$ cat config.mk
export PLATFORM = sky130hd
export DESIGN_NAME = token_bucket_policer
export DESIGN_NICKNAME = d
export VERILOG_FILES = /design/src/rtl/core/tbp_pkg.sv /design/src/rtl/core/tbp_regs.sv /design/src/rtl/core/tbp_dp.sv /design/src/rtl/core/tbp_ctrl.sv /design/src/rtl/core/token_bucket_policer.sv
export SDC_FILE = /design/constraint.sdc
export NUM_CORES = 2
export LEC_CHECK = 0
export BUFFER_PORTS_ARGS = -buffer_cell sky130_fd_sc_hd__buf_2
export CORE_MARGIN = 2
export CORE_UTILIZATION = 60
export DETAILED_ROUTE_END_ITERATION = 6
export PLACE_DENSITY = 0.89
export REMOVE_ABC_BUFFERS = 1
export SLEW_MARGIN = 5
export SYNTH_ARGS = -nofsm -noshare
export SYNTH_HDL_FRONTEND = slang
export SYNTH_SLANG_ARGS = --single-unit
$ cat constraint.sdc
create_clock -name clk -period 13.9 [get_ports clk]
set_clock_uncertainty 0.2 [all_clocks]
set_input_delay 0.695 -clock clk [delete_from_list [all_inputs] [get_ports clk]]
set_output_delay 0.695 -clock clk [all_outputs]
set_load 0.1 [all_outputs]
$ cat src/rtl/core/tbp_pkg.sv
// Shared types and constants for the token bucket policer.
package tbp_pkg;

	localparam int TBP_TOKEN_WIDTH = 32;

	localparam int TBP_ADDR_W = 3;
	localparam int TBP_DATA_W = 32;

	localparam logic [0:0] REG_RATE  = 1'b0;
	localparam logic [0:0] REG_BURST = 1'b1;

	localparam logic [31:0] RESET_RATE  = 32'd1000000;
	localparam logic [31:0] RESET_BURST = 32'd65536;

	localparam logic [31:0] NS_PER_SEC = 32'd1000000000;

	// Reciprocal of one second, floor(2^61 / 1e9), for the quotient estimate.
	localparam logic [31:0] RECIP_NS = 32'd2305843009;

	// A product of 2^32 seconds' worth of tokens or more exceeds any burst.
	localparam logic [63:0] SAT_PROD = 64'd4294967296000000000;

	// Product of rate and elapsed time, and the quotient of that by one second.
	localparam int PROD_W = 96;
	localparam int QUO_W  = 33;
	localparam int SUM_W  = 65;
	localparam int REM_W  = 34;

	typedef struct packed {
		logic load;
		logic check;
		logic fill;
		logic mul_lo;
		logic mul_hi;
		logic add;
		logic est;
		logic back;
		logic fix;
		logic sum;
		logic clamp;
		logic judge;
	} tbp_cmd_t;

	typedef struct packed {
		logic start;
		logic advance;
	} tbp_status_t;

endpackage

$ cat src/rtl/core/tbp_regs.sv
// Configuration registers behind the APB-style port.
module tbp_regs
	import tbp_pkg::*;
(
	input  logic                  clk,
	input  logic                  arst_n,
	input  logic                  psel,
	input  logic                  penable,
	input  logic                  pwrite,
	input  logic [TBP_ADDR_W-1:0] paddr,
	input  logic [TBP_DATA_W-1:0] pwdata,
	output logic [TBP_DATA_W-1:0] prdata,
	output logic                  pready,
	output logic [31:0]           rate_bytes_per_second,
	output logic [31:0]           burst_limit
);

	logic [31:0] rate_q;
	logic [31:0] burst_q;
	logic        wr_en;
	logic [0:0]  reg_idx;

	assign pready  = 1'b1;
	assign wr_en   = psel & penable & pwrite;
	assign reg_idx = paddr[2:2];

	always_ff @(posedge clk or negedge arst_n) begin
		if (!arst_n) begin
			rate_q  <= RESET_RATE;
			burst_q <= RESET_BURST;
		end else if (wr_en) begin
			case (reg_idx)
				REG_RATE:  rate_q  <= pwdata;
				REG_BURST: burst_q <= pwdata;
				default: ;
			endcase
		end
	end

	always_comb begin
		case (reg_idx)
			REG_RATE:  prdata = rate_q;
			REG_BURST: prdata = burst_q;
			default:   prdata = '0;
		endcase
	end

	assign rate_bytes_per_second = rate_q;
	assign burst_limit           = burst_q;

endmodule

$ cat src/rtl/core/tbp_dp.sv
// Datapath: bucket state, refill multiply, divide by one second, clamp and judge.
module tbp_dp
	import tbp_pkg::*;
#(
	parameter int TOKEN_WIDTH = TBP_TOKEN_WIDTH
) (
	input  logic        clk,
	input  logic        arst_n,
	input  tbp_cmd_t    cmd,
	output tbp_status_t status,
	input  logic [63:0] now_ns,
	input  logic [15:0] packet_length,
	input  logic [31:0] rate_bytes_per_second,
	input  logic [31:0] burst_limit,
	output logic        pass
);

	localparam int CW = (TOKEN_WIDTH > 32) ? TOKEN_WIDTH : 32;

	localparam logic [REM_W-1:0] REM_1S  = REM_W'(NS_PER_SEC);
	localparam logic [REM_W-1:0] REM_2S  = REM_1S + REM_1S;
	localparam logic [REM_W-1:0] REM_3S  = REM_2S + REM_1S;
	localparam logic [REM_W-1:0] REM_4S  = REM_2S + REM_2S;
	localparam logic [QUO_W-1:0] QUO_SAT = QUO_W'(64'd1 << 32);

	logic [63:0]            now_q;
	logic [63:0]            last_q;
	logic [15:0]            len_q;
	logic [TOKEN_WIDTH-1:0] tokens_q;
	logic [63:0]            elapsed_q;
	logic [PROD_W-1:0]      prod_q;
	logic [63:0]            pp_q;
	logic [31:0]            est_q;
	logic                   sat_q;
	logic [REM_W-1:0]       rem_q;
	logic [QUO_W-1:0]       quo_q;
	logic [SUM_W-1:0]       sum_q;
	logic                   pass_q;

	logic [TOKEN_WIDTH-1:0] tok_max;
	logic [CW-1:0]          burst_w;
	logic [CW-1:0]          tmax_w;
	logic [TOKEN_WIDTH-1:0] cap;
	logic [31:0]            mul_a;
	logic [31:0]            mul_b;
	logic [63:0]            mul_p;
	logic [2:0]             fix_inc;
	logic [TOKEN_WIDTH-1:0] len_w;
	logic                   enough;

	assign tok_max = '1;
	assign burst_w = CW'(burst_limit);
	assign tmax_w  = CW'(tok_max);
	assign cap     = (burst_w < tmax_w) ? TOKEN_WIDTH'(burst_w) : tok_max;

	assign status.start   = (last_q == 64'd0);
	assign status.advance = (now_q > last_q);

	// One multiplier serves both halves of the elapsed time, the quotient
	// estimate and the back-multiply that yields the remainder.
	always_comb begin
		mul_a = rate_bytes_per_second;
		mul_b = elapsed_q[31:0];
		if (cmd.mul_hi) begin
			mul_b = elapsed_q[63:32];
		end else if (cmd.est) begin
			mul_a = prod_q[61:30];
			mul_b = RECIP_NS;
		end else if (cmd.back) begin
			mul_a = est_q;
			mul_b = NS_PER_SEC;
		end
	end

	assign mul_p = 64'(mul_a) * 64'(mul_b);

	// The estimate from the upper product bits falls short of the true
	// quotient by at most four, so the remainder settles the last step.
	assign fix_inc = 3'(rem_q >= REM_1S) + 3'(rem_q >= REM_2S) +
		3'(rem_q >= REM_3S) + 3'(rem_q >= REM_4S);

	assign len_w  = TOKEN_WIDTH'(len_q);
	assign enough = (tokens_q >= len_w);

	always_ff @(posedge clk or negedge arst_n) begin
		if (!arst_n) begin
			last_q   <= '0;
			tokens_q <= '0;
		end else begin
			if (cmd.fill) begin
				last_q   <= now_q;
				tokens_q <= cap;
			end
			if (cmd.clamp) begin
				last_q   <= now_q;
				tokens_q <= (sum_q > SUM_W'(cap)) ? cap : sum_q[TOKEN_WIDTH-1:0];
			end
			if (cmd.judge && enough) begin
				tokens_q <= tokens_q - len_w;
			end
		end
	end

	always_ff @(posedge clk) begin
		if (cmd.load) begin
			now_q <= now_ns;
			len_q <= packet_length;
		end
		if (cmd.check) begin
			elapsed_q <= now_q - last_q;
		end
		if (cmd.mul_lo) begin
			prod_q <= PROD_W'(mul_p);
		end
		if (cmd.mul_hi) begin
			pp_q <= mul_p;
		end
		if (cmd.add) begin
			prod_q <= prod_q + {pp_q, 32'd0};
		end
		if (cmd.est) begin
			est_q <= mul_p[62:31];
			sat_q <= (prod_q >= PROD_W'(SAT_PROD));
		end
		if (cmd.back) begin
			rem_q <= prod_q[REM_W-1:0] - mul_p[REM_W-1:0];
		end
		if (cmd.fix) begin
			quo_q <= sat_q ? QUO_SAT : QUO_W'(est_q) + QUO_W'(fix_inc);
		end
		if (cmd.sum) begin
			sum_q <= SUM_W'(tokens_q) + SUM_W'(quo_q);
		end
		if (cmd.judge) begin
			pass_q <= enough;
		end
	end

	assign pass = pass_q;

endmodule

$ cat src/rtl/core/tbp_ctrl.sv
// Controller: sequences one packet through check, refill and judge.
module tbp_ctrl
	import tbp_pkg::*;
(
	input  logic        clk,
	input  logic        arst_n,
	input  logic        in_valid,
	output logic        in_stall,
	output logic        out_valid,
	input  logic        out_stall,
	input  tbp_status_t status,
	output tbp_cmd_t    cmd
);

	typedef enum logic [3:0] {
		ST_IDLE,
		ST_CHECK,
		ST_FILL,
		ST_MUL_LO,
		ST_MUL_HI,
		ST_ADD,
		ST_EST,
		ST_BACK,
		ST_FIX,
		ST_SUM,
		ST_CLAMP,
		ST_JUDGE
	} state_t;

	state_t state_q;
	logic   out_valid_q;
	logic   out_free;

	// The result register is free if empty or its beat leaves this cycle.
	assign out_free = !out_valid_q || !out_stall;

	always_comb begin
		cmd        = '0;
		cmd.load   = (state_q == ST_IDLE) && in_valid;
		cmd.check  = (state_q == ST_CHECK);
		cmd.fill   = (state_q == ST_FILL);
		cmd.mul_lo = (state_q == ST_MUL_LO);
		cmd.mul_hi = (state_q == ST_MUL_HI);
		cmd.add    = (state_q == ST_ADD);
		cmd.est    = (state_q == ST_EST);
		cmd.back   = (state_q == ST_BACK);
		cmd.fix    = (state_q == ST_FIX);
		cmd.sum    = (state_q == ST_SUM);
		cmd.clamp  = (state_q == ST_CLAMP);
		cmd.judge  = (state_q == ST_JUDGE) && out_free;
	end

	always_ff @(posedge clk or negedge arst_n) begin
		if (!arst_n) begin
			state_q     <= ST_IDLE;
			out_valid_q <= 1'b0;
		end else begin
			if (cmd.judge) begin
				out_valid_q <= 1'b1;
			end else if (!out_stall) begin
				out_valid_q <= 1'b0;
			end
			case (state_q)
				ST_IDLE: begin
					if (in_valid) begin
						state_q <= ST_CHECK;
					end
				end
				ST_CHECK: begin
					if (status.start) begin
						state_q <= ST_FILL;
					end else if (!status.advance) begin
						state_q <= ST_JUDGE;
					end else begin
						state_q <= ST_MUL_LO;
					end
				end
				ST_FILL:   state_q <= ST_JUDGE;
				ST_MUL_LO: state_q <= ST_MUL_HI;
				ST_MUL_HI: state_q <= ST_ADD;
				ST_ADD:    state_q <= ST_EST;
				ST_EST:    state_q <= ST_BACK;
				ST_BACK:   state_q <= ST_FIX;
				ST_FIX:    state_q <= ST_SUM;
				ST_SUM:    state_q <= ST_CLAMP;
				ST_CLAMP:  state_q <= ST_JUDGE;
				ST_JUDGE: begin
					if (out_free) begin
						state_q <= ST_IDLE;
					end
				end
				default: state_q <= ST_IDLE;
			endcase
		end
	end

	assign in_stall  = (state_q != ST_IDLE);
	assign out_valid = out_valid_q;

endmodule

$ cat src/rtl/core/token_bucket_policer.sv
// Token bucket policer top level: one pass/drop beat per packet beat.
// Each packet is loaded and checked: the first packet fills the bucket, a timestamp that
// does not advance goes straight to the judge, and otherwise tokens are refilled first.
// A refill takes a two-pass 32x32 product, then a reciprocal multiply and a back-multiply
// for the divide by one second; input stalls until the previous packet has been judged.
// Reset clears the bucket to empty and not started, and loads default registers.
module token_bucket_policer
	import tbp_pkg::*;
#(
	parameter int TOKEN_WIDTH = TBP_TOKEN_WIDTH
) (
	input  logic                  clk,
	input  logic                  arst_n,
	input  logic                  in_valid,
	output logic                  in_stall,
	input  logic [63:0]           now_ns,
	input  logic [15:0]           packet_length,
	output logic                  out_valid,
	input  logic                  out_stall,
	output logic                  pass,
	input  logic                  psel,
	input  logic                  penable,
	input  logic                  pwrite,
	input  logic [TBP_ADDR_W-1:0] paddr,
	input  logic [TBP_DATA_W-1:0] pwdata,
	output logic [TBP_DATA_W-1:0] prdata,
	output logic                  pready
);

	tbp_cmd_t    cmd;
	tbp_status_t status;
	logic [31:0] rate_bytes_per_second;
	logic [31:0] burst_limit;

	tbp_regs u_regs (
		.clk                   (clk),
		.arst_n                (arst_n),
		.psel                  (psel),
		.penable               (penable),
		.pwrite                (pwrite),
		.paddr                 (paddr),
		.pwdata                (pwdata),
		.prdata                (prdata),
		.pready                (pready),
		.rate_bytes_per_second (rate_bytes_per_second),
		.burst_limit           (burst_limit)
	);

	tbp_ctrl u_ctrl (
		.clk       (clk),
		.arst_n    (arst_n),
		.in_valid  (in_valid),
		.in_stall  (in_stall),
		.out_valid (out_valid),
		.out_stall (out_stall),
		.status    (status),
		.cmd       (cmd)
	);

	tbp_dp #(
		.TOKEN_WIDTH (TOKEN_WIDTH)
	) u_dp (
		.clk                   (clk),
		.arst_n                (arst_n),
		.cmd                   (cmd),
		.status                (status),
		.now_ns                (now_ns),
		.packet_length         (packet_length),
		.rate_bytes_per_second (rate_bytes_per_second),
		.burst_limit           (burst_limit),
		.pass                  (pass)
	);

endmodule
==> results.txt <==
The flow ran to the end, but the final reports show violations. The checks that failed: DRC. The most used cell along the critical path is sky130_fd_sc_hd__fa_1.

The pin count of the biggest net entering global routing is 102. The flip-flop and latch count after synthesis is 604. The time the worst path needs with I/O delays and setup is 12.26 ns.

Setup repair after global routing left no endpoint under its margin. The predominant post-synthesis flop cell is sky130_fd_sc_hd__edfxtp_1. The worst register-to-register path begins at u_ctrl.state_q[0]. The area growth from synthesis to layout is 7.885%.

TritonCTS built the clock tree. The aggregate routed wire length came out at 213.8 mm. The via count of the first global-routing pass was 58.12k. In this run the register-to-register setup slack is 1.64 ns. Data arrives at the worst endpoint at 12.51 ns. Summed over all nets, the half-perimeter wirelength after detailed placement is 161.2 mm. At the end of routability-driven placement, the weighted congestion stood at 1.013. The H-tree depth came out at 3. The wire length of the first global-routing pass is 328.0 mm.

The detail route stage leaves a number of antenna-violating nets equal to 0. The transition time at the pin with the least slew margin is 1.408 ns. The routed via count is 55.89k. The async set-reset flop share out of synthesis came out at 27.32%. In this run the vertical extent of the chip is 341.5 um.

The hold buffer count at cts is 81. After the first detailed-routing iteration, the DRC count stood at 6,532. The area share of the largest cell type after synthesis came out at 26.46%.

The critical path is of the reg -> reg type. The worst hold path was traced through 2 stages. Ranked by total cell area, the synthesized netlist is headed by sky130_fd_sc_hd__fa_1, sky130_fd_sc_hd__edfxtp_1, sky130_fd_sc_hd__ha_1, sky130_fd_sc_hd__inv_1, sky130_fd_sc_hd__dfrtp_1. The count of endpoints failing hold in the final timing report came out at 0. The worst setup path is launched from a flop. The number of buffers and inverters on the critical path came out at 6. In this run the tightest slew margin relative to its limit is 6.145%.

The depth of the worst register-to-register path is 38. The number of core rows came out at 123. The overall die area is 116,600 um2.

The number of antenna violations at the first check in global routing came out at 4. The detail-routed via count per cell came out at 6.290. Measured along the x axis, the die boundary spans 341.5 um. The core box area is 112,700 um2. Buffers added to address setup during post-CTS repair amount to 0. By count the netlist is led by sky130_fd_sc_hd__inv_1, sky130_fd_sc_hd__nand2_1, sky130_fd_sc_hd__fa_1.

The post-CTS resize count came out at 0. The number of top-level pins is 158. Data on the critical path is required at its endpoint by 14.15 ns. Clock-pin slew was measured on the worst setup and hold paths at 0.06 ns.

The cell area after synthesis came out at 68,320 um2. Yosys mapped the design onto 91 distinct sky130hd cell types. In this run the number of cells on the critical path is 38. The number of violations of the max-capacitance limit is 0.

The number of design rule violations left after detail routing came out at 117. The effective utilization at floorplan is 60.65%. In the final design database the tool counted 8,859 nets.

No sink is reached through more buffers than the 3 on the longest clock path. During placement, the flow inserted port buffers numbering 154. The maximum frequency from static timing analysis is 0.08155 GHz. The largest fanout on the critical path came out at 42.

For this run, the slowest stage of the critical path takes 0.86 ns. The clock insertion delay at the later pin of the skew report is 0.72 ns. The fraction of final layout cells with drive strength greater than 1 came out at 7.476%. The total track usage came out at 36.99%. The cell sitting at the root of the clock tree is a sky130_fd_sc_hd__clkbuf_16. The kind of cell with the highest combined delay on the critical path is adder cells. The capture instance of the worst register-to-register path is u_dp.rem_q[28]. The min-delay analysis places its worst path in the category in -> reg. The average instance in the mapped netlist occupies 9.414 um2. In this run the most critical hold path is launched from pwdata[5]. The path with the worst hold slack has its endpoint at u_regs.rate_bytes_per_second[5].

The total count of max-transition violations in the final report came to 0. The sequential share of the synthesized area came out at 25.35%. The number of clock sinks is 604.

The number of optimization iterations in the first detailed-route pass is 7. The gate count after technology mapping came out at 7,258. The warning count from the yosys run came out at 0. sky130_fd_sc_hd__fa_1 takes more of the synthesized area than any other cell.

For this design, the slowest cell found on the critical path is sky130_fd_sc_hd__a22o_1. The number of synthesized flops with an enable pin came out at 439. The remaining global-route overflow is 0. Buffers inserted during clock tree synthesis total 68. Setup violations remaining at the end of the flow were counted as 0. Setup total negative slack on the finished layout was measured at 0 ns. In the post-synthesis netlist, the cell with the most instances is sky130_fd_sc_hd__inv_1. The worst path uses 88.22% of the clock period. The routed wirelength normalized by instance count is 24.06 um. STA classifies the critical path endpoint as a flop.
[stage by stage]
stage	cell area [um2]	hold WS, ns	cells	utilization, %	worst slack [ns]
finish	73710	0.03854	8886	65.43	1.637
global route	73710	0.03945	8884	65.43	1.255
CTS	73710	0.01283	8884	65.43	1.998
detailed placement	70650	0.2787	8679	62.71	2.008
global placement	70650	0.2692	8679	62.71	2.325
floorplan	67100	0.1994	6936	-	1.706
[worst register-to-register path, delay by kind of cell, from the launching register on]
kind	cells	cell delay, ns
AO/OA/AOI/OAI	14	3.40
XOR/XNOR	1	0.47
adder cells (fa/ha/maj)	12	5.07
buffers and inverters	6	1.20
flip-flops	1	0.40
AND/OR/NAND/NOR	5	1.29
[flip-flops by register name, summed over array words and instances, names as in the netlist, 33 cells and up]
register	flops
u_dp.quo_q	33
u_dp.elapsed_q	64
u_dp.last_q	64
u_dp.prod_q	96
u_dp.pp_q	64
u_dp.rem_q	34
u_dp.now_q	64
u_dp.sum_q	34
[area by class of cell]
cell class,instances,area [um2]
Multi-Input combinational cell,5185,45700
Fill cell,8180,38940
Sequential cell,604,17320
Inverter,1147,4307
Timing Repair Buffer,324,2256
Tap cell,1500,1877
Clock buffer,89,1874
Clock inverter,35,374.1
Antenna cell,2,5.005
[placed cells by master, fill, tap and decap left out, drive strengths merged, types with 62 or more instances in the layout]
| master | netlist | routed |
|---|---|---|
| fa | 903 | 903 |
| nor3 | 62 | 62 |
| nand3 | 76 | 76 |
| a21oi | 339 | 339 |
| mux2 | 103 | 103 |
| o21a | 70 | 70 |
| ha | 504 | 504 |
| dlygate4sd3 | 0 | 81 |
| xor2 | 101 | 101 |
| nor2b | 68 | 68 |
| inv | 1147 | 1152 |
| nand4 | 80 | 80 |
| nor2 | 643 | 643 |
| dfrtp | 157 | 157 |
| edfxtp | 439 | 439 |
| mux2i | 63 | 63 |
| buf | 25 | 243 |
| xnor2 | 167 | 167 |
| a21o | 160 | 160 |
| o21ai | 302 | 302 |
| clkbuf | 297 | 89 |
| nand2 | 995 | 995 |
[kinds of logic (layout without fill, tap and decap cells)]
group                      Yosys count  count (layout)  synth area share (%)
xor gates and xnor gates           268             268                 3.457
and+or+nand+nor                   2147            2147                 13.52
adders and majority gates         1410            1410                 35.73
other                                1               3              0.005489
muxes                              166             166                 2.621
buffers and inverters             1469            1595                 8.092
DFF                                604             604                 25.35
AOI/OAI and AO/OA                 1193            1193                 11.22
[layer usage]
| metal | GRT usage, % | vias to the layer above | share of wire, % |
|---|---|---|---|
| li1 | - | 23810 | - |
| met1 | 43.53 | 26940 | 34 |
| met2 | 57.09 | 4026 | 44 |
| met3 | 12.31 | 1108 | 13 |
| met4 | 26.39 | 8 | 8.6 |
| met5 | 0.2859 | - | 0.038 |
[worst max-delay path by stage]
stage                      start        endpoint  slack (ns)
2_1_floorplan  u_ctrl.state_q[0]  u_dp.rem_q[28]        1.71
3_3_place_gp   u_ctrl.state_q[0]  u_dp.rem_q[28]        2.33
3_5_place_dp   u_ctrl.state_q[0]  u_dp.rem_q[28]        2.01
5_1_grt        u_ctrl.state_q[2]  u_dp.rem_q[28]        1.25
4_1_cts        u_ctrl.state_q[0]  u_dp.rem_q[28]        2.00
6_report       u_ctrl.state_q[0]  u_dp.rem_q[28]        1.64
Power is not shown: default switching activity piles up to over one toggle a cycle in this logic, so the estimate is an artifact.
